<file path="src/design/i2c_rw_pkg.sv">
`timescale 1ns / 1ps

package i2c_rw_pkg;

    // Largest accepted byte count for one transfer
    localparam logic [8:0] MAX_BYTES = 9'd256;

    // Request operations
    localparam logic [1:0] OP_START = 2'd0;
    localparam logic [1:0] OP_EVENT = 2'd1;
    localparam logic [1:0] OP_ERROR = 2'd2;

    // Transfer modes (restart-read is internal only)
    localparam logic [1:0] MODE_WRITE   = 2'd0;
    localparam logic [1:0] MODE_READ    = 2'd1;
    localparam logic [1:0] MODE_RESTART = 2'd2;

    // Transfer status and completion codes
    localparam logic [1:0] ST_ACTIVE = 2'd0;
    localparam logic [1:0] ST_PASSED = 2'd1;
    localparam logic [1:0] ST_FAILED = 2'd2;
    localparam logic [1:0] DONE_NONE = 2'd0;

    // Start replies
    localparam logic [1:0] REPLY_OK   = 2'd0;
    localparam logic [1:0] REPLY_BUSY = 2'd1;
    localparam logic [1:0] REPLY_BAD  = 2'd2;

    // Status register bits
    localparam logic [15:0] BIT_SB     = 16'h0001;
    localparam logic [15:0] BIT_ADDR   = 16'h0002;
    localparam logic [15:0] BIT_RXNE   = 16'h0040;
    localparam logic [15:0] BIT_TXE    = 16'h0080;
    localparam logic [15:0] MASK_TXBTF = 16'h0084;
    localparam logic [15:0] BIT_BERR   = 16'h0100;
    localparam logic [15:0] BIT_ARLO   = 16'h0200;
    localparam logic [15:0] BIT_AF     = 16'h0400;
    localparam logic [15:0] BIT_OVR    = 16'h0800;

    // Control actions
    localparam logic [6:0] ACT_START  = 7'h01;
    localparam logic [6:0] ACT_STOP   = 7'h02;
    localparam logic [6:0] ACT_ACKON  = 7'h04;
    localparam logic [6:0] ACT_ACKOFF = 7'h08;
    localparam logic [6:0] ACT_BUFOFF = 7'h10;
    localparam logic [6:0] ACT_EVTOFF = 7'h20;
    localparam logic [6:0] ACT_IRQEN  = 7'h40;

    // Cleared error flag codes
    localparam logic [2:0] ERR_NONE = 3'd0;
    localparam logic [2:0] ERR_AF   = 3'd1;
    localparam logic [2:0] ERR_ARLO = 3'd2;
    localparam logic [2:0] ERR_BERR = 3'd3;
    localparam logic [2:0] ERR_OVR  = 3'd4;

    typedef struct packed {
        logic [1:0]  operation;
        logic [6:0]  slave_addr;
        logic [7:0]  reg_addr;
        logic [8:0]  byte_count;
        logic [1:0]  xfer_mode;
        logic [15:0] status_bits;
        logic [7:0]  rx_byte;
        logic [7:0]  tx_byte;
    } req_t;

    typedef struct packed {
        logic [1:0] reply;
        logic       dr_write;
        logic [7:0] dr_value;
        logic       rx_write;
        logic [7:0] rx_index;
        logic [7:0] rx_data;
        logic [6:0] ctrl_actions;
        logic [2:0] err_cleared;
        logic [1:0] xfer_status;
        logic [1:0] done_event;
        logic [8:0] tx_index;
    } rsp_t;

endpackage

</file>
<file path="src/design/i2c_master_register_read_write_sequencer.sv">
`timescale 1ns / 1ps

// Sequencer for an I2C master register access. Each request (start, peripheral
// event or error event) yields exactly one response: data-register write,
// received byte with its buffer index, control actions, cleared error flag,
// transfer status and completion. A request is decoded against the held
// transfer state combinationally and the response lands in one output
// register, so one request is taken every cycle while the response side keeps
// up; s_ready drops only while a response is held back by m_ready.
module i2c_master_register_read_write_sequencer (
    input  logic              aclk,
    input  logic              aresetn,
    input  logic              s_valid,
    output logic              s_ready,
    input  i2c_rw_pkg::req_t  s_payload,
    output logic              m_valid,
    input  logic              m_ready,
    output i2c_rw_pkg::rsp_t  m_payload
);

    logic [1:0] mode_reg,      mode_next;
    logic [7:0] target_reg,    target_next;
    logic [7:0] register_reg,  register_next;
    logic [8:0] remaining_reg, remaining_next;
    logic [8:0] position_reg,  position_next;
    logic [1:0] status_reg,    status_next;
    logic       m_valid_reg;
    i2c_rw_pkg::rsp_t rsp_reg, rsp_next;

    logic        accept;
    logic [15:0] sr;
    logic [8:0]  rem_dec;
    logic [8:0]  pos_inc;

    assign s_ready   = !m_valid_reg || m_ready;
    assign accept    = s_valid && s_ready;
    assign m_valid   = m_valid_reg;
    assign m_payload = rsp_reg;

    assign sr      = s_payload.status_bits;
    assign rem_dec = remaining_reg - 9'd1;
    assign pos_inc = position_reg + 9'd1;

    always_comb begin
        mode_next      = mode_reg;
        target_next    = target_reg;
        register_next  = register_reg;
        remaining_next = remaining_reg;
        position_next  = position_reg;
        status_next    = status_reg;
        rsp_next       = '0;

        case (s_payload.operation)
            i2c_rw_pkg::OP_START: begin
                if (status_reg == i2c_rw_pkg::ST_ACTIVE) begin
                    rsp_next.reply = i2c_rw_pkg::REPLY_BUSY;
                end else if ((s_payload.xfer_mode != i2c_rw_pkg::MODE_WRITE &&
                              s_payload.xfer_mode != i2c_rw_pkg::MODE_READ) ||
                             s_payload.byte_count > i2c_rw_pkg::MAX_BYTES) begin
                    rsp_next.reply = i2c_rw_pkg::REPLY_BAD;
                end else begin
                    target_next    = {s_payload.slave_addr, 1'b0};
                    register_next  = s_payload.reg_addr;
                    status_next    = i2c_rw_pkg::ST_ACTIVE;
                    remaining_next = s_payload.byte_count;
                    position_next  = '0;
                    mode_next      = s_payload.xfer_mode;
                    rsp_next.reply = i2c_rw_pkg::REPLY_OK;
                    rsp_next.ctrl_actions = i2c_rw_pkg::ACT_IRQEN |
                                            i2c_rw_pkg::ACT_ACKON |
                                            i2c_rw_pkg::ACT_START;
                end
            end
            i2c_rw_pkg::OP_EVENT: begin
                if ((sr & i2c_rw_pkg::BIT_SB) != '0) begin
                    rsp_next.dr_write = 1'b1;
                    // Read bit goes out only after the repeated start
                    rsp_next.dr_value = target_reg |
                        {7'd0, mode_reg == i2c_rw_pkg::MODE_RESTART};
                end else if ((sr & i2c_rw_pkg::BIT_ADDR) != '0) begin
                    if (mode_reg != i2c_rw_pkg::MODE_RESTART) begin
                        rsp_next.dr_write = 1'b1;
                        rsp_next.dr_value = register_reg;
                        if (mode_reg == i2c_rw_pkg::MODE_READ) begin
                            mode_next = i2c_rw_pkg::MODE_RESTART;
                            rsp_next.ctrl_actions = rsp_next.ctrl_actions |
                                                    i2c_rw_pkg::ACT_START;
                        end
                        if (remaining_reg == '0) begin
                            rsp_next.ctrl_actions = rsp_next.ctrl_actions |
                                                    i2c_rw_pkg::ACT_BUFOFF;
                        end
                    end else if (remaining_reg == 9'd1) begin
                        rsp_next.ctrl_actions = i2c_rw_pkg::ACT_ACKOFF |
                                                i2c_rw_pkg::ACT_STOP;
                    end
                end else if ((sr & i2c_rw_pkg::MASK_TXBTF) == i2c_rw_pkg::BIT_TXE) begin
                    if (mode_reg == i2c_rw_pkg::MODE_WRITE && remaining_reg != '0) begin
                        rsp_next.dr_write = 1'b1;
                        rsp_next.dr_value = s_payload.tx_byte;
                        position_next     = pos_inc;
                        remaining_next    = rem_dec;
                        if (rem_dec == '0) begin
                            rsp_next.ctrl_actions = i2c_rw_pkg::ACT_BUFOFF;
                        end
                    end
                end else if ((sr & i2c_rw_pkg::MASK_TXBTF) == i2c_rw_pkg::MASK_TXBTF) begin
                    if (mode_reg == i2c_rw_pkg::MODE_WRITE) begin
                        rsp_next.ctrl_actions = i2c_rw_pkg::ACT_STOP |
                                                i2c_rw_pkg::ACT_EVTOFF;
                        status_next           = i2c_rw_pkg::ST_PASSED;
                        rsp_next.done_event   = i2c_rw_pkg::ST_PASSED;
                    end
                end else if ((sr & i2c_rw_pkg::BIT_RXNE) != '0) begin
                    if (remaining_reg == '0) begin
                        rsp_next.ctrl_actions = i2c_rw_pkg::ACT_BUFOFF;
                        status_next           = i2c_rw_pkg::ST_PASSED;
                        rsp_next.done_event   = i2c_rw_pkg::ST_PASSED;
                    end else begin
                        rsp_next.rx_write = 1'b1;
                        rsp_next.rx_index = position_reg[7:0];
                        rsp_next.rx_data  = s_payload.rx_byte;
                        position_next     = pos_inc;
                        remaining_next    = rem_dec;
                        // Drop ACK and set STOP ahead of the last byte
                        if (rem_dec == 9'd1) begin
                            rsp_next.ctrl_actions = i2c_rw_pkg::ACT_ACKOFF |
                                                    i2c_rw_pkg::ACT_STOP;
                        end
                        if (rem_dec == '0) begin
                            rsp_next.ctrl_actions = i2c_rw_pkg::ACT_BUFOFF;
                            status_next           = i2c_rw_pkg::ST_PASSED;
                            rsp_next.done_event   = i2c_rw_pkg::ST_PASSED;
                        end
                    end
                end
            end
            i2c_rw_pkg::OP_ERROR: begin
                // Clear only the first flag present
                if ((sr & i2c_rw_pkg::BIT_AF) != '0) begin
                    rsp_next.err_cleared = i2c_rw_pkg::ERR_AF;
                end else if ((sr & i2c_rw_pkg::BIT_ARLO) != '0) begin
                    rsp_next.err_cleared = i2c_rw_pkg::ERR_ARLO;
                end else if ((sr & i2c_rw_pkg::BIT_BERR) != '0) begin
                    rsp_next.err_cleared = i2c_rw_pkg::ERR_BERR;
                end else if ((sr & i2c_rw_pkg::BIT_OVR) != '0) begin
                    rsp_next.err_cleared = i2c_rw_pkg::ERR_OVR;
                end else begin
                    rsp_next.err_cleared = i2c_rw_pkg::ERR_NONE;
                end
                status_next         = i2c_rw_pkg::ST_FAILED;
                rsp_next.done_event = i2c_rw_pkg::ST_FAILED;
            end
            default: begin
            end
        endcase

        rsp_next.xfer_status = status_next;
        rsp_next.tx_index    = position_next;
    end

    always_ff @(posedge aclk) begin
        if (!aresetn) begin
            mode_reg      <= i2c_rw_pkg::MODE_WRITE;
            target_reg    <= '0;
            register_reg  <= '0;
            remaining_reg <= '0;
            position_reg  <= '0;
            status_reg    <= i2c_rw_pkg::ST_PASSED;
            m_valid_reg   <= 1'b0;
        end else begin
            if (accept) begin
                mode_reg      <= mode_next;
                target_reg    <= target_next;
                register_reg  <= register_next;
                remaining_reg <= remaining_next;
                position_reg  <= position_next;
                status_reg    <= status_next;
                m_valid_reg   <= 1'b1;
            end else if (m_ready) begin
                m_valid_reg   <= 1'b0;
            end
        end
    end

    always_ff @(posedge aclk) begin
        if (accept) begin
            rsp_reg <= rsp_next;
        end
    end

    a_accept_gives_response: assert property (@(posedge aclk) disable iff (!aresetn)
        accept |=> m_valid_reg)
        else $error("accepted request produced no response");

    a_status_tracks_response: assert property (@(posedge aclk) disable iff (!aresetn)
        m_valid_reg |-> rsp_reg.xfer_status == status_reg)
        else $error("response status differs from held status");

    a_done_matches_status: assert property (@(posedge aclk) disable iff (!aresetn)
        (m_valid_reg && rsp_reg.done_event != i2c_rw_pkg::DONE_NONE) |->
            rsp_reg.xfer_status == rsp_reg.done_event)
        else $error("completion disagrees with status");

    a_error_fails: assert property (@(posedge aclk) disable iff (!aresetn)
        (m_valid_reg && rsp_reg.err_cleared != i2c_rw_pkg::ERR_NONE) |->
            rsp_reg.done_event == i2c_rw_pkg::ST_FAILED)
        else $error("error cleared without failing the transfer");

    a_position_tracks_index: assert property (@(posedge aclk) disable iff (!aresetn)
        m_valid_reg |-> rsp_reg.tx_index == position_reg)
        else $error("response index differs from held position");

endmodule

</file>
<file path="config.mk">
export PLATFORM = sky130hd
export DESIGN_NAME = i2c_master_register_read_write_sequencer
export DESIGN_NICKNAME = d
export VERILOG_FILES = /design/src/design/i2c_rw_pkg.sv /design/src/design/i2c_master_register_read_write_sequencer.sv
export SDC_FILE = /design/constraint.sdc
export NUM_CORES = 1
export LEC_CHECK = 0
export BUFFER_PORTS_ARGS = -buffer_cell sky130_fd_sc_hd__buf_4
export CAP_MARGIN = 20
export CORE_ASPECT_RATIO = 0.6
export CORE_UTILIZATION = 55
export DETAILED_ROUTE_END_ITERATION = 6
export GPL_ROUTABILITY_DRIVEN = 0
export PLACE_DENSITY = 0.91
export RECOVER_POWER = 50
export SYNTH_ARGS = -nofsm -noshare
export SYNTH_HDL_FRONTEND = slang
export SYNTH_SLANG_ARGS = --single-unit
</file>
<file path="constraint.sdc">
create_clock -name aclk -period 3.9 [get_ports aclk]
set_clock_uncertainty 0.15 [all_clocks]
set_input_delay 0.195 -clock aclk [delete_from_list [all_inputs] [get_ports aclk]]
set_output_delay 0.195 -clock aclk [all_outputs]
set_load 0.02 [all_outputs]
</file>
### Word-level counts from Yosys, hierarchy flattened

Cells that the tools add are included.
W data, S select, Z words.

| cells by class | value |
|---|---|
| add/subtract/negate cells | 2 |
| order comparisons | 1 |
| eq/ne operators | 21 |
| muxes and demuxes | 79 |
| bitwise gates (word level) | 7 |
| reduce and logical (&&, ||, !) cells | 23 |

Operator list:

| cell | count |
|---|---|
| $mux W9 | 23 |
| $mux W7 | 7 |
| $mux W2 | 23 |
| $pmux W9 S2 | 2 |
| $mux W5 | 5 |
| $mux W24 | 1 |
| $eq A9 B1 Y1 const B | 2 |
| $logic_not A9 Y1 | 2 |
| $mux W17 | 1 |
| $ne A2 B2 Y1 const B | 8 |
| $pmux W7 S2 | 1 |
| $ne A3 B3 Y1 const B | 4 |
| $reduce_and A10 Y1 | 1 |
| $add A9 B1 Y9 const B | 1 |
| $gt A9 B9 Y1 const B | 1 |
| $mux W1 | 9 |
| $reduce_bool A9 Y1 | 1 |
| $sub A9 B1 Y9 const B | 1 |
| $eq A2 B2 Y1 const B | 4 |
| $mux W4 | 2 |
| $or A8 B1 Y8 | 1 |
| $pmux W2 S2 | 2 |
| $reduce_and A8 Y1 | 1 |
| $reduce_or A7 Y1 | 1 |
| other kinds (15) | 29 |

| word-level totals | value |
|---|---|
| bits in registers | 89 |

### Longest topological paths before layout

Gate-level depths: netlist (run 1).

| depth | value |
|---|---|
| word-level depth | 11 |
| mapped depth | 8 |

### Worst setup path after synthesis (run 1)

OpenSTA, ideal clock, no wires.

| timing | value |
|---|---|
| path type | register to register |
| from | register m_valid_reg, in the netlist m_valid |
| to | register position_reg[2] |
| setup time | 91 ps |
| arrival | 2622 ps |
| required time | 3659 ps |
| path slack | 1037 ps |
| cell stages (with the launch flop) | 8 |
| path buffers | 1 |
| cell sequence | dfxtp_1 -> nor2b_1 -> inv_1 -> nand2_1 -> clkbuf_1 -> inv_1 -> a31oi_1 -> a311oi_1 |

| on the way | value |
|---|---|
| cells in the longest elaborated chain, start to end | 3 |

Ends and longest elaborated chain:

| element | line | source |
|---|---|---|
| from (decl) | i2c_master_register_read_write_sequencer.sv:27 | `logic m_valid_reg;` |
| from (signal assigned) | i2c_master_register_read_write_sequencer.sv:170 | `m_valid_reg <= 1'b0;` |
| from (signal assigned) | i2c_master_register_read_write_sequencer.sv:179 | `m_valid_reg <= 1'b1;` |
| from (signal assigned) | i2c_master_register_read_write_sequencer.sv:181 | `m_valid_reg <= 1'b0;` |
| $logic_not A1 Y1 | i2c_master_register_read_write_sequencer.sv:35 | `assign s_ready = !m_valid_reg \|\| m_ready;` |
| $logic_or A1 B1 Y1 | i2c_master_register_read_write_sequencer.sv:35 |  |
| named net s_ready | i2c_master_register_read_write_sequencer.sv:14 | `output logic s_ready,` |
| $logic_and A1 B1 Y1 | i2c_master_register_read_write_sequencer.sv:36 | `assign accept = s_valid && s_ready;` |
| named net accept | i2c_master_register_read_write_sequencer.sv:30 | `logic accept;` |
| to (signal assigned) | i2c_master_register_read_write_sequencer.sv:177 | `position_reg <= position_next;` |
| to (decl) | i2c_master_register_read_write_sequencer.sv:25 | `logic [8:0] position_reg, position_next;` |

The timed path passes the listed nets, and every way through them passes these cells.
A chain may end at the register's enable or synchronous reset.

### Worst setup path in the final report (run 1)

| timing | value |
|---|---|
| from | register m_valid_reg, in the netlist m_valid |
| to | register rsp_reg, in the netlist m_payload[7], enable pin |

| on the way | value |
|---|---|
| cells in the longest elaborated chain, start to end | 3 |

Ends and longest elaborated chain:

| element | line | source |
|---|---|---|
| $logic_not A1 Y1 | i2c_master_register_read_write_sequencer.sv:35 |  |
| $logic_or A1 B1 Y1 | i2c_master_register_read_write_sequencer.sv:35 |  |
| $logic_and A1 B1 Y1 | i2c_master_register_read_write_sequencer.sv:36 |  |
| named net accept | i2c_master_register_read_write_sequencer.sv:30 |  |
| to (signal assigned) | i2c_master_register_read_write_sequencer.sv:188 | `rsp_reg <= rsp_next;` |
| to (decl) | i2c_master_register_read_write_sequencer.sv:28 | `i2c_rw_pkg::rsp_t rsp_reg, rsp_next;` |

The timed path passes the listed nets, and every way through them passes these cells.

==> results by stage, run 1 <==
Pwr:
- The internal power component is 1816 uW.
- The net switching power figure is 529.6 uW.
- The share of total power in the clock network is 0.439.
- For this design the ratio of total power to cell area is 412.2 nW/um^2.
- The switching power share of the total is 0.2258.
- The portion of total power attributed to sequential cells is 0.440.
- The analysis attributes to cell leakage a power of 0.002107 uW.
- The peak supply drop is 0.2895 mV.
- The total power is 2346 uW.
- Of the total power, combinational logic draws 0.121.

Floorplan:
- Measured along the y axis, the die boundary spans 71.69 um.
- The number of ports placed on the die boundary is 117.
- The die covers 8470 sq um.
- The width of the die is 118.1 um.
- The starting density of the core is 0.5906.
- The core region is 7537 sq um.
- The initialized floorplan defines 24 standard-cell rows.

Place:
- The placement-stage cell area is 5303 sq um.
- The post-placement cell count is 644.
- OpenSTA, run right after detailed placement, puts the worst setup slack at 1.175 ns.
- The count of input and output buffers is 109.
- The half-perimeter wire length of the detailed placement result is 7981 um.

Setup path:
- The signal on the critical path passes through nor2b_1 > inv_1 > nand2_1 > inv_1 > buf_4.
- In this run the worst path has a maximum fanout of 38.
- The start of the worst register-to-register path is m_valid.
- The worst setup path is launched from a register.
- The count of buffering cells on the critical path with inverters included is 3.
- Among all stages on the critical path, the largest delay is contributed by sky130_fd_sc_hd__inv_1.
- Data arrives at the worst endpoint at 2.86 ns.
- The capturing element type of the critical path is a register.
- The critical path starts at m_valid.
- The category of the critical setup timing path is register to register.
- The cell family contributing the most delay on the critical path is buffers and inverters.
- The most used cell along the critical path is sky130_fd_sc_hd__inv_1.
- The critical path depth is 5.
- The critical path data required time is 3.77 ns.
- The worst register-to-register path has a depth of 5.
- In this design, the stage delay of the slowest critical-path cell is 1.18 ns.

Yosys:
- The share of synthesized area in the top cell type comes to 0.3373.
- Counting every net in the synthesized netlist gives 525.
- Yosys instantiated no cell more often than sky130_fd_sc_hd__nand2_1.
- The average size of a mapped cell is 9.741 sq um.
- The Yosys step of the flow raised 0 warnings.
- The number of flops mapped to enable cells by yosys is 50.
- The total of flip-flops plus latches after synthesis is 88.
- In the synthesized netlist the dominant register cell turns out to be sky130_fd_sc_hd__edfxtp_1.
- The number of library cell types mapped by synthesis is 67.
- Counting instances in the post-synthesis netlist gives the leading cell types as sky130_fd_sc_hd__nand2_1 (59), sky130_fd_sc_hd__edfxtp_1 (50), sky130_fd_sc_hd__dfxtp_1 (38), sky130_fd_sc_hd__a21oi_1 (33).
- The fraction of synthesis flops using an asynchronous set or reset pin is 0.
- Of the synthesized area, sequential elements account for 0.5082.
- Summing every instance area after synthesis gives 4452 sq um.
- The synthesized design spends more area on one cell type than any other, namely sky130_fd_sc_hd__edfxtp_1.
- By area the synthesized netlist is led by sky130_fd_sc_hd__edfxtp_1 (34%), sky130_fd_sc_hd__dfxtp_1 (17%), sky130_fd_sc_hd__nand2_1 (5.0%).
- Counting every instance in the synthesized netlist gives 457.

Clock network:
- The count of clock tree sinks is 88.
- The buffer levels on the longest clock path is 2.
- The clock tree synthesis step divided the H-tree into 3 levels.
- The TritonCTS clock tree is yes.
- Clock-pin slew was measured on the worst setup and hold paths at 0.06 ns.
- In this run the clock root is driven by a sky130_fd_sc_hd__clkbuf_16.
- After clock tree synthesis, the setup repair step added 0 buffers.
- The number of clock buffers inserted by TritonCTS is 9.
- The insertion delay of the later-clocked pin in the worst-skew pair is 0.34 ns.

Route:
- The number of DRC violations after detailed-routing iteration 0 is 440.
- The via count of the routed design is 4246.
- After detailed routing, the number of vias per cell comes to 6.226.
- The remaining design rule violation count is 0.
- The overall routed net length is 12440 um.
- After detailed routing, the average wire length per cell comes to 18.23 um.
- The total iterations of the first detailed-routing run is 6.
- Once detail routing completed, the nets flagged for antenna violations numbered 0.

Timing:
- Setup repair after global routing left no endpoint under its margin.
- The minimum setup slack in the final design is 0.9137 ns.
- The part of the cycle the worst path needs is 0.7657.
- Adding up every negative setup slack in the final design gives 0 ns.
- The slew of the pin with the lowest slew margin is 1.453 ns.
- The worst pin sits at a relative slew slack of 0.03056.
- The peak clock frequency supported by timing is 0.3349 GHz.
- The count of endpoints failing hold in the final timing report is 1.
- The setup violation total in the final timing report is 0.
- The final period demand of the worst path is 2.986 ns.
- The final-report max-slew violation count is 0.
- The worst-case hold slack is -0.0005893 ns.

Flow run:
- Across the run, the number of max-cap violations was 0.

Final layout:
- The final net count is 641.
- For this run, the number of standard cells in the final layout without fillers is 682.
- The antenna diode count is 0.
- The number of flip-flops under the largest register name is 50.
- Once layout is done, the placed cells without fillers occupy 5690 sq um.
- The ratio of cells with drive above 1 in the final layout is 0.1557.
- The area added between synthesis and finish is 27.82%.

GRT:
- The first global-routing pass estimated 19450 um of wire.
- For this run, the total global-route usage over all layers was measured as 0.2955.
- The number of global-route vias before repair is 3826.
- The largest net degree at the start of global routing is 39.
- The residual overflow from global routing is 0.
- The initial antenna violation count came to 0.

Outcome:
- The flow ran to the end, but the final reports show violations.
- The final reports fail on negative hold slack.

Hold path:
- The start point of the worst hold path is s_payload[15].
- The worst hold path passes through 2 cells.
- The class of the most critical hold timing path is input port to register.
## cell families (layout without fill, tap and decap cells)
group                    count (synthesis)  in the layout  synth area share
buffers and inverters                   46            167           0.04300
AO/OA/AOI/OAI                          121            121            0.1920
flip-flops                              88             88            0.5082
AND/OR/NAND/NOR                        194            194            0.2366
adder cells (fa/ha/maj)                  4              4           0.01124
multiplexers                             4              4          0.008994
## worst paths after layout
path | end | slack, ns
worst min-delay path | m_payload[30] | -0.0006
worst max-delay path | m_payload[7] | 0.91
worst min register to register | register_reg[3] | 0.31
worst max register to register | m_payload[7] | 0.91
## cell type report
cell class / count / area (sq um)
flip-flops and latches: 88 / 2262
repair buffers: 136 / 888.4
clock inverters: 5 / 128.9
clock buffers: 11 / 232.7
fillers: 560 / 1847
inverters: 15 / 56.30
multi-input cells: 323 / 1992
well taps: 104 / 130.1
## cells in the final DEF, fill, tap and decap left out, drive strengths merged, types with 4 or more instances in the layout
cell / Yosys / final
clkbuf: 22 / 67
buf: 9 / 60
nand2: 59 / 59
edfxtp: 50 / 50
dfxtp: 38 / 38
a21oi: 33 / 33
nor3: 23 / 23
and2: 21 / 21
dlygate4sd3: 0 / 20
nor2: 18 / 18
o21ai: 16 / 16
inv: 15 / 15
nand3: 15 / 15
a31oi: 12 / 12
nor2b: 10 / 10
a221oi: 8 / 8
nand4: 7 / 7
nand2b: 5 / 5
o211ai: 5 / 5
a211oi: 5 / 5
nor4: 5 / 5
or4: 4 / 4
and3: 4 / 4
or3: 4 / 4
mux2i: 4 / 4
ha: 4 / 4
bufinv: 0 / 4
o32ai: 4 / 4
or4b: 4 / 4
## through the flow
stage            util  hold slack (ns)
2_1_floorplan       -           0.1810
3_3_place_gp   0.7035           0.2926
3_5_place_dp   0.7035           0.2980
4_1_cts        0.7781        0.0006168
5_1_grt        0.7550         0.001691
6_report       0.7550       -0.0005893
## layer usage
layer  track usage  vias up  share of wire
li1              -     1956              -
met1        0.3827     1946           0.40
met2        0.5033      318           0.48
met3       0.06608       26           0.11
met4       0.08689        0          0.012
met5             0        -              0
## timing repair
action | CTS | global route
hold buffers | 20 | 0
setup endpoints to repair | 0 | 0
endpoints found under the hold margin | 20 | 0
resized for setup | 0 | 0
## power by group through the flow
stage	Clock, uW	Combinational, uW	Sequential, uW
finish	1030	285	1030
CTS	1040	298	1030
floorplan	0	121	1080
global route	1080	303	1030
detailed placement	0	279	1050
global placement	0	274	1050
No activity file was read; power rests on OpenSTA's default activity.
==> run 2: changes to the inputs <==
ABC_AREA = 1   (was unset)
CORE_UTILIZATION = 53   (was 55)
PLACE_DENSITY = 0.89   (was 0.91)
clock period = 3 ns   (was 3.9 ns; I/O delays follow)
==> run 2 against run 1 <==
Compared with the run above: the run now ends clean; clock power hardly changed; sequential cell count unchanged; cell count is 9.5% higher; first-iteration DRC count fell by 4.8%; combinational power up 77%; wire length shrank 7.0%.
==> results by stage, run 2 <==
Route:
- The overall routed net length was 11560 um (-7.0%).
- The detailed-route wire length on metal 1 was 4736 um (-4.6%).
- The average via count per standard cell is 5.471 (-12%).
- The via count of the routed design was 4087 (-3.7%).
- The average wire per cell in the routed design is 15.48 um (-15%).
- The routed wire length on met3 came to 1247 um (-11%).
- The number of DRC violations after detailed-routing iteration 0 is 419 (-4.8%).
- The met2 routed wirelength came to 5261 um (-11%).
- The post-route antenna net violation count was 0 (unchanged).
- The remaining design rule violation count is 0 (unchanged).
- The total iterations of the first detailed-routing run was 5 (-1).
- The highest routing layer actually used is met4.

Pwr:
- The internal power component is 2101 uW (+16%).
- The net switching power figure came to 839.4 uW (+58%).
- The power density over the cells is 529.7 nW/um^2 (+29%).
- The share of total power in the clock network is 0.358 (-0.081).
- The portion of total power attributed to sequential cells was 0.470 (+0.030).
- The switching power share of the total came to 0.2855 (+0.05972).
- The peak supply drop is 0.3761 mV (+30%).
- The leakage power summed over all cells came to 0.002371 uW (+12%).
- The total power came to 2940 uW (+25%).
- The combinational share of power is 0.172 (+0.051).

Clock network:
- The number of clock buffers inserted by TritonCTS was 9 (unchanged).
- The root buffer cell is sky130_fd_sc_hd__clkbuf_16.
- TritonCTS built the clock tree.
- The deepest level of the CTS H-tree is 3 (unchanged).
- The buffer levels on the longest clock path came to 2 (unchanged).
- The post-CTS setup repair buffer count is 0 (unchanged).
- The post-CTS resize count came to 0 (unchanged).
- The insertion delay of the later-clocked pin in the worst-skew pair was 0.35 ns (about the same).
- The cts-stage hold buffer count is 29 (+45%).
- The count of clock tree sinks is 88 (unchanged).
- The clock-pin slew reported for the worst setup and hold paths after clock tree synthesis was 0.06 ns (about the same).

Final layout:
- The number of flip-flops under the largest register name is 50 (unchanged).
- The final net count is 706 (+10%).
- The commonest non-fill, non-tap cell in the layout is sky130_fd_sc_hd__inv_1.
- The final design area excluding fillers is 5550 sq um (-2.5%).
- The top cell types in the final layout, fill and taps aside, are sky130_fd_sc_hd__inv_1 (70), sky130_fd_sc_hd__nor2_1 (69), sky130_fd_sc_hd__nand2_1 (67), sky130_fd_sc_hd__clkbuf_1 (57), sky130_fd_sc_hd__buf_4 (54).
- Compared with the post-synthesis result, the final layout area differs by 29.33%.
- The antenna diode count is 0 (unchanged).
- The ratio of cells with drive above 1 in the final layout was 0.1726 (+0.01692).

Yosys:
- The number of library cell types mapped by synthesis was 46 (-31%).
- The instance count of the mapped netlist was 498 (+9.0%).
- The number of flops mapped to enable cells by yosys came to 50 (unchanged).
- The sequential-to-total area share from yosys stat is 0.5271 (+0.01896).
- By count the netlist is led by sky130_fd_sc_hd__inv_1 (69), sky130_fd_sc_hd__nor2_1 (69), sky130_fd_sc_hd__nand2_1 (65), sky130_fd_sc_hd__edfxtp_1 (50), sky130_fd_sc_hd__o21ai_0 (39).
- In the post-synthesis netlist, the biggest area contributors are sky130_fd_sc_hd__edfxtp_1 (35%), sky130_fd_sc_hd__dfxtp_1 (18%), sky130_fd_sc_hd__inv_1 (6.0%).
- The biggest area contributor in the post-synthesis netlist is sky130_fd_sc_hd__edfxtp_1.
- The average size of a mapped cell is 8.618 sq um (-12%).
- The total of flip-flops plus latches after synthesis is 88 (unchanged).
- Among all flip-flop cells after synthesis, the most frequent one is sky130_fd_sc_hd__edfxtp_1.
- The number of warnings printed during yosys synthesis is 0 (unchanged).
- The post-synthesis net count came to 566 (+7.8%).
- The fraction of synthesized cell area taken by the top area cell type is 0.3499 (+0.01259).
- The synthesized cell area is 4292 sq um (-3.6%).
- The fraction of synthesis flops using an asynchronous set or reset pin is 0 (unchanged).

Place:
- The half-perimeter wire length of the detailed placement result is 7810 um (-2.1%).
- The placement-stage cell area is 5200 sq um (-1.9%).
- The count of input and output buffers is 109 (unchanged).

Floorplan:
- The area of the core was 7537 sq um (unchanged).
- The width of the die is 118.2 um (about the same).
- The count of standard-cell rows is 24 (unchanged).
- The starting density of the core is 0.5694 (-0.02125).
- The die extent in y is 71.70 um (about the same).
- The number of ports placed on the die boundary is 117 (unchanged).
- The die outline area is 8473 sq um (about the same).

Timing:
- The final-report max-slew violation count came to 0 (unchanged).
- Of the available clock period, the critical path in the final layout requires 0.8595.
- Counting I/O delays and the setup requirement, the final critical path takes 2.579 ns.
- The setup violation total in the final timing report is 0 (unchanged).
- Setup repair after global routing left no endpoint under its margin.
- The peak clock frequency supported by timing is 0.3878 GHz.
- The slew of the pin with the lowest slew margin came to 1.376 ns (-0.07686 ns).
- The setup TNS was 0 ns (unchanged).
- The count of endpoints failing hold in the final timing report was 0 (-1).
- The relative max-transition margin is 0.08286 (+0.05231).

Setup path:
- STA classifies the critical path endpoint as a register.
- STA classifies the critical path startpoint as an input port.
- The category of the critical setup timing path is input port to register.
- The biggest fanout along the worst timing path is 12 (-68%).
- The critical path data required time is 3.12 ns (-0.65 ns).
- The endpoint arrival time on the critical path is 2.70 ns (-0.16 ns).
- The slack of the worst reg-to-reg path is 0.52 ns (-0.39 ns).

GRT:
- The residual overflow from global routing is 0 (unchanged).
- The wire length of the first global-routing pass is 18180 um (-6.5%).
- The initial antenna violation count came to 0 (unchanged).
- The number of global-route vias before repair is 3778 (-1.3%).
- The total routing resource utilization after global routing is 0.2833 (-0.01222).
- The largest net degree at the start of global routing is 59 (+51%).

Flow run:
- The reported max-cap violation count is 0 (unchanged).

Outcome:
- The flow ran to the end, and the final reports show no timing, DRC or antenna violations.

Hold path:
- The min-delay analysis places its worst path in the category input port to register.
## run 2: cell count changes after synthesis, moves of 10 or more
cell	before	now
sky130_fd_sc_hd__and2_1	21	1
sky130_fd_sc_hd__inv_1	15	69
sky130_fd_sc_hd__nor3_1	22	4
sky130_fd_sc_hd__a31oi_1	12	1
sky130_fd_sc_hd__o21ai_1	0	17
sky130_fd_sc_hd__nor2b_1	10	0
sky130_fd_sc_hd__clkbuf_1	22	7
sky130_fd_sc_hd__nor2_1	18	69
sky130_fd_sc_hd__o21ai_0	16	39
## run 2: worst max-delay path, stage by stage
cell and delay (ns):
sky130_fd_sc_hd__dlygate4sd3_1 0.54, sky130_fd_sc_hd__clkbuf_4 0.14, sky130_fd_sc_hd__nor2_1 0.10, sky130_fd_sc_hd__nand3_1 0.06, sky130_fd_sc_hd__o21ai_0 0.15, sky130_fd_sc_hd__nand2_1 0.16
sky130_fd_sc_hd__nand2_1 0.16, sky130_fd_sc_hd__nor3b_1 0.38, sky130_fd_sc_hd__nand2_1 0.38, sky130_fd_sc_hd__inv_2 0.21, sky130_fd_sc_hd__o21ai_0 0.11, sky130_fd_sc_hd__a21oi_1 0.16
## run 2: path summary, 6_finish.rpt
path	end	from	cells after the start
max reg2reg	remaining_reg[5]	remaining_reg[0]	13
min reg2reg	target_reg[2]	target_reg[2]	2
min	remaining_reg[2]	s_payload[36]	5
max	remaining_reg[5]	s_payload[38]	12
## run 2: per-layer routing
metal	up-vias	GRT usage
met5	-	0
met1	1851	0.3709
met2	263	0.4477
met4	0	0.1182
met3	30	0.07962
li1	1943	-
## run 2: stage by stage
| stage | hold WS, ns | utilization | setup WS [ns] | instances |
|---|---|---|---|---|
| floorplan | 0.1349 | - | 0.4947 | 498 |
| global placement | 0.2245 | 0.6899 | 0.7653 | 702 |
| detailed placement | 0.2318 | 0.6899 | 0.6159 | 702 |
| CTS | 0.003978 | 0.7659 | 0.5878 | 747 |
| global route | 0.02076 | 0.7364 | 0.2486 | 747 |
| finish | 0.01184 | 0.7364 | 0.4214 | 747 |
## run 2: cell families (layout without fill, tap and decap cells)
family                   count (synthesis)  count (layout)  synth area share
flip-flops                              88              88            0.5271
AO/OA/AOI/OAI                          123             123            0.1650
adder cells (fa/ha/maj)                  4               4           0.01166
buffers and inverters                   91             236           0.08572
AND/OR/NAND/NOR                        190             190            0.2064
XOR/XNOR                                 2               2          0.004082
## run 2: cell type report
type	count	area (sq um)
fillers	584	1987
clock inverters	6	53.80
repair buffers	142	925.9
flip-flops and latches	88	2262
inverters	78	297.8
clock buffers	10	229.0
multi-input cells	319	1652
well taps	104	130.1
## run 2: power by group through the flow
stage	Clock, uW	Sequential (uW)	Combinational (uW)
3_5_place_dp	0	1410	500
2_1_floorplan	0	1450	259
5_1_grt	1120	1390	552
3_3_place_gp	0	1400	482
4_1_cts	1070	1380	533
6_report	1050	1380	504
==> run 3: changes to the inputs <==
BUFFER_PORTS_ARGS = -buffer_cell sky130_fd_sc_hd__buf_2   (was -buffer_cell sky130_fd_sc_hd__buf_4)
==> run 3 against run 2 <==
Compared with the run above: non-clock buffer count increased by 2; global-route usage is 1.3 points lower; design area fell by 1.6%; worst setup slack improved by 0.027 ns; worst hold slack better by 0.018 ns; register-to-register slack hardly changed; critical endpoint is now remaining_reg[4]; largest power group unchanged.
==> results by stage, run 3 (synthesis gave the netlist of run 2 again) <==
Outcome:
- The flow ran to the end, and the final reports show no timing, DRC or antenna violations.

Setup path:
- The endpoint arrival time on the critical path is 2.67 ns (-0.03 ns).
- The critical path data required time is 3.12 ns (about the same).
- The kind of start point of the critical path is an input port.
- The worst reg-to-reg path cell count is 13 (unchanged).
- STA classifies the critical path endpoint as a register.
- The biggest fanout along the worst timing path is 12 (unchanged).
- The category of the critical setup timing path is input port to register.

Clock network:
- The count of clock tree sinks is 88 (unchanged).
- The TritonCTS clock tree is yes.
- The insertion delay of the later-clocked pin in the worst-skew pair came to 0.35 ns (about the same).
- The post-CTS resize count is 0 (unchanged).
- The deepest level of the CTS H-tree is 3 (unchanged).
- The clock-pin slew reported for the worst setup and hold paths after clock tree synthesis is 0.06 ns (about the same).
- The post-CTS setup repair buffer count is 0 (unchanged).
- The root buffer cell is sky130_fd_sc_hd__clkbuf_16.
- The buffer levels on the longest clock path is 2 (unchanged).
- The number of clock buffers inserted by TritonCTS is 9 (unchanged).
- The cts-stage hold buffer count is 31 (+6.9%).

Route:
- The average wire per cell in the routed design is 14.87 um (-3.9%).
- The overall routed net length was 11160 um (-3.5%).
- The number of DRC violations after detailed-routing iteration 0 is 402 (-4.1%).
- The post-route antenna net violation count came to 0 (unchanged).
- The average via count per standard cell is 5.469 (about the same).
- The remaining design rule violation count is 0 (unchanged).
- The via count of the routed design is 4102 (+0.37%).
- The total iterations of the first detailed-routing run is 5 (unchanged).

GRT:
- The fraction of met3 tracks used by global routing was 0.07006 (-0.009554).
- The wire length of the first global-routing pass is 17570 um (-3.4%).
- The total routing resource utilization after global routing is 0.2704 (-0.01294).
- The met2 capacity usage during global routing is 0.4425 (-0.005229).
- The residual overflow from global routing is 0 (unchanged).
- The highest-utilization routing layer at the global route stage is met2.
- The number of global-route vias before repair came to 3629 (-3.9%).
- The largest net degree at the start of global routing is 59 (unchanged).
- The initial antenna violation count is 0 (unchanged).
- The met1 global-route usage is 0.3582 (-0.01273).

Pwr:
- The power density over the cells was 553.5 nW/um^2 (+4.5%).
- The leakage power summed over all cells is 0.002348 uW (-0.96%).
- The peak supply drop was 0.2631 mV (-30%).
- The total power is 3024 uW (+2.9%).

Hold path:
- The class of the most critical hold timing path is input port to register.
- The hold-critical path depth is 5 (unchanged).

Place:
- The count of input and output buffers is 109 (unchanged).
- The half-perimeter wire length of the detailed placement result is 7470 um (-4.4%).
- The post-placement cell count is 702 (unchanged).
- The worst slack after detailed placement was 0.6721 ns (+0.05622 ns).

Final layout:
- The final net count is 708 (+0.28%).
- The ratio of cells with drive above 1 in the final layout is 0.1736 (+0.001015).
- The commonest non-fill, non-tap cell in the layout is sky130_fd_sc_hd__inv_1.
- Leaving out fill and tap cells, the most frequent cells in the layout are sky130_fd_sc_hd__inv_1 (70), sky130_fd_sc_hd__nor2_1 (69), sky130_fd_sc_hd__nand2_1 (67), sky130_fd_sc_hd__clkbuf_1 (56), sky130_fd_sc_hd__buf_2 (54).
- Compared with the post-synthesis result, the final layout area differs by 27.32%.
- The number of flip-flops under the largest register name is 50 (unchanged).
- The final non-filler cell total is 750 (+0.40%).

Timing:
- Setup repair after global routing left no endpoint under its margin.
- The setup TNS is 0 ns (unchanged).
- The peak clock frequency supported by timing is 0.3919 GHz (+1.1%).
- The relative max-transition margin is 0.08117 (-0.001688).
- The part of the cycle the worst path needs is 0.8506 (-0.008974).
- The setup violation total in the final timing report was 0 (unchanged).
- The final-report max-slew violation count was 0 (unchanged).
- The count of endpoints failing hold in the final timing report was 0 (unchanged).
- The slew of the pin with the lowest slew margin was 1.378 ns (+0.002532 ns).
- The minimum setup slack in the final design is 0.4484 ns (+0.02692 ns).
- The final period demand of the worst path is 2.552 ns (-0.02692 ns).
- The worst-case hold slack is 0.02937 ns (+0.01753 ns).

Floorplan:
- The starting density of the core came to 0.5694 (unchanged).
- The count of standard-cell rows is 24 (unchanged).
- The number of ports placed on the die boundary is 117 (unchanged).
- The die outline area is 8473 sq um (unchanged).
- The area of the core is 7537 sq um (unchanged).
- The die extent in y came to 71.70 um (unchanged).
- The width of the die came to 118.2 um (unchanged).

Flow run:
- The reported max-cap violation count is 0 (unchanged).
## run 3: worst max-delay path: stages
cell	delay (ns)
sky130_fd_sc_hd__dlygate4sd3_1	0.54
sky130_fd_sc_hd__buf_2	0.13
sky130_fd_sc_hd__nor2_1	0.09
sky130_fd_sc_hd__nand3_1	0.06
sky130_fd_sc_hd__o21ai_0	0.14
sky130_fd_sc_hd__nand2_1	0.16
sky130_fd_sc_hd__nand2_1	0.17
sky130_fd_sc_hd__nor3b_1	0.38
sky130_fd_sc_hd__nand2_1	0.37
sky130_fd_sc_hd__inv_2	0.21
sky130_fd_sc_hd__o21ai_0	0.09
sky130_fd_sc_hd__a31oi_1	0.17
## run 3: per-layer routing
metal / vias up / part of all wire
li1: 1958 / -
met3: 24 / 0.11
met4: 0 / 0.017
met5: - / 0
met1: 1851 / 0.42
met2: 269 / 0.45
## run 3: power breakdown
group          internal, uW  total, uW  switching (uW)
Sequential             1350       1380            36.3
Clock                   662       1160             494
Combinational           163        486             322
Total                  2170       3020             853
## run 3: cell type report
| class | instances | area [sq um] |
|---|---|---|
| Tap cell | 104 | 130.1 |
| Clock inverter | 7 | 83.83 |
| Fill cell | 580 | 2073 |
| Timing Repair Buffer | 144 | 810.8 |
| Inverter | 78 | 297.8 |
| Sequential cell | 88 | 2262 |
| Clock buffer | 9 | 225.2 |
| Antenna cell | 1 | 2.502 |
| Multi-Input combinational cell | 319 | 1652 |
## run 3: worst paths after layout
path | from | end | slack [ns]
hold / removal | s_payload[36] | remaining_reg[2] | 0.03
setup reg to reg | remaining_reg[0] | remaining_reg[4] | 0.53
hold reg to reg | target_reg[3] | target_reg[3] | 0.31
setup / recovery | s_payload[38] | remaining_reg[4] | 0.45
## run 3: per-stage QoR
step / util / area (sq um)
final: 0.7249 / 5464
after global routing: 0.7246 / 5461
after global placement: 0.6537 / 4927
after floorplan: - / 4292
after detailed placement: 0.6537 / 4927
after CTS: 0.7359 / 5547
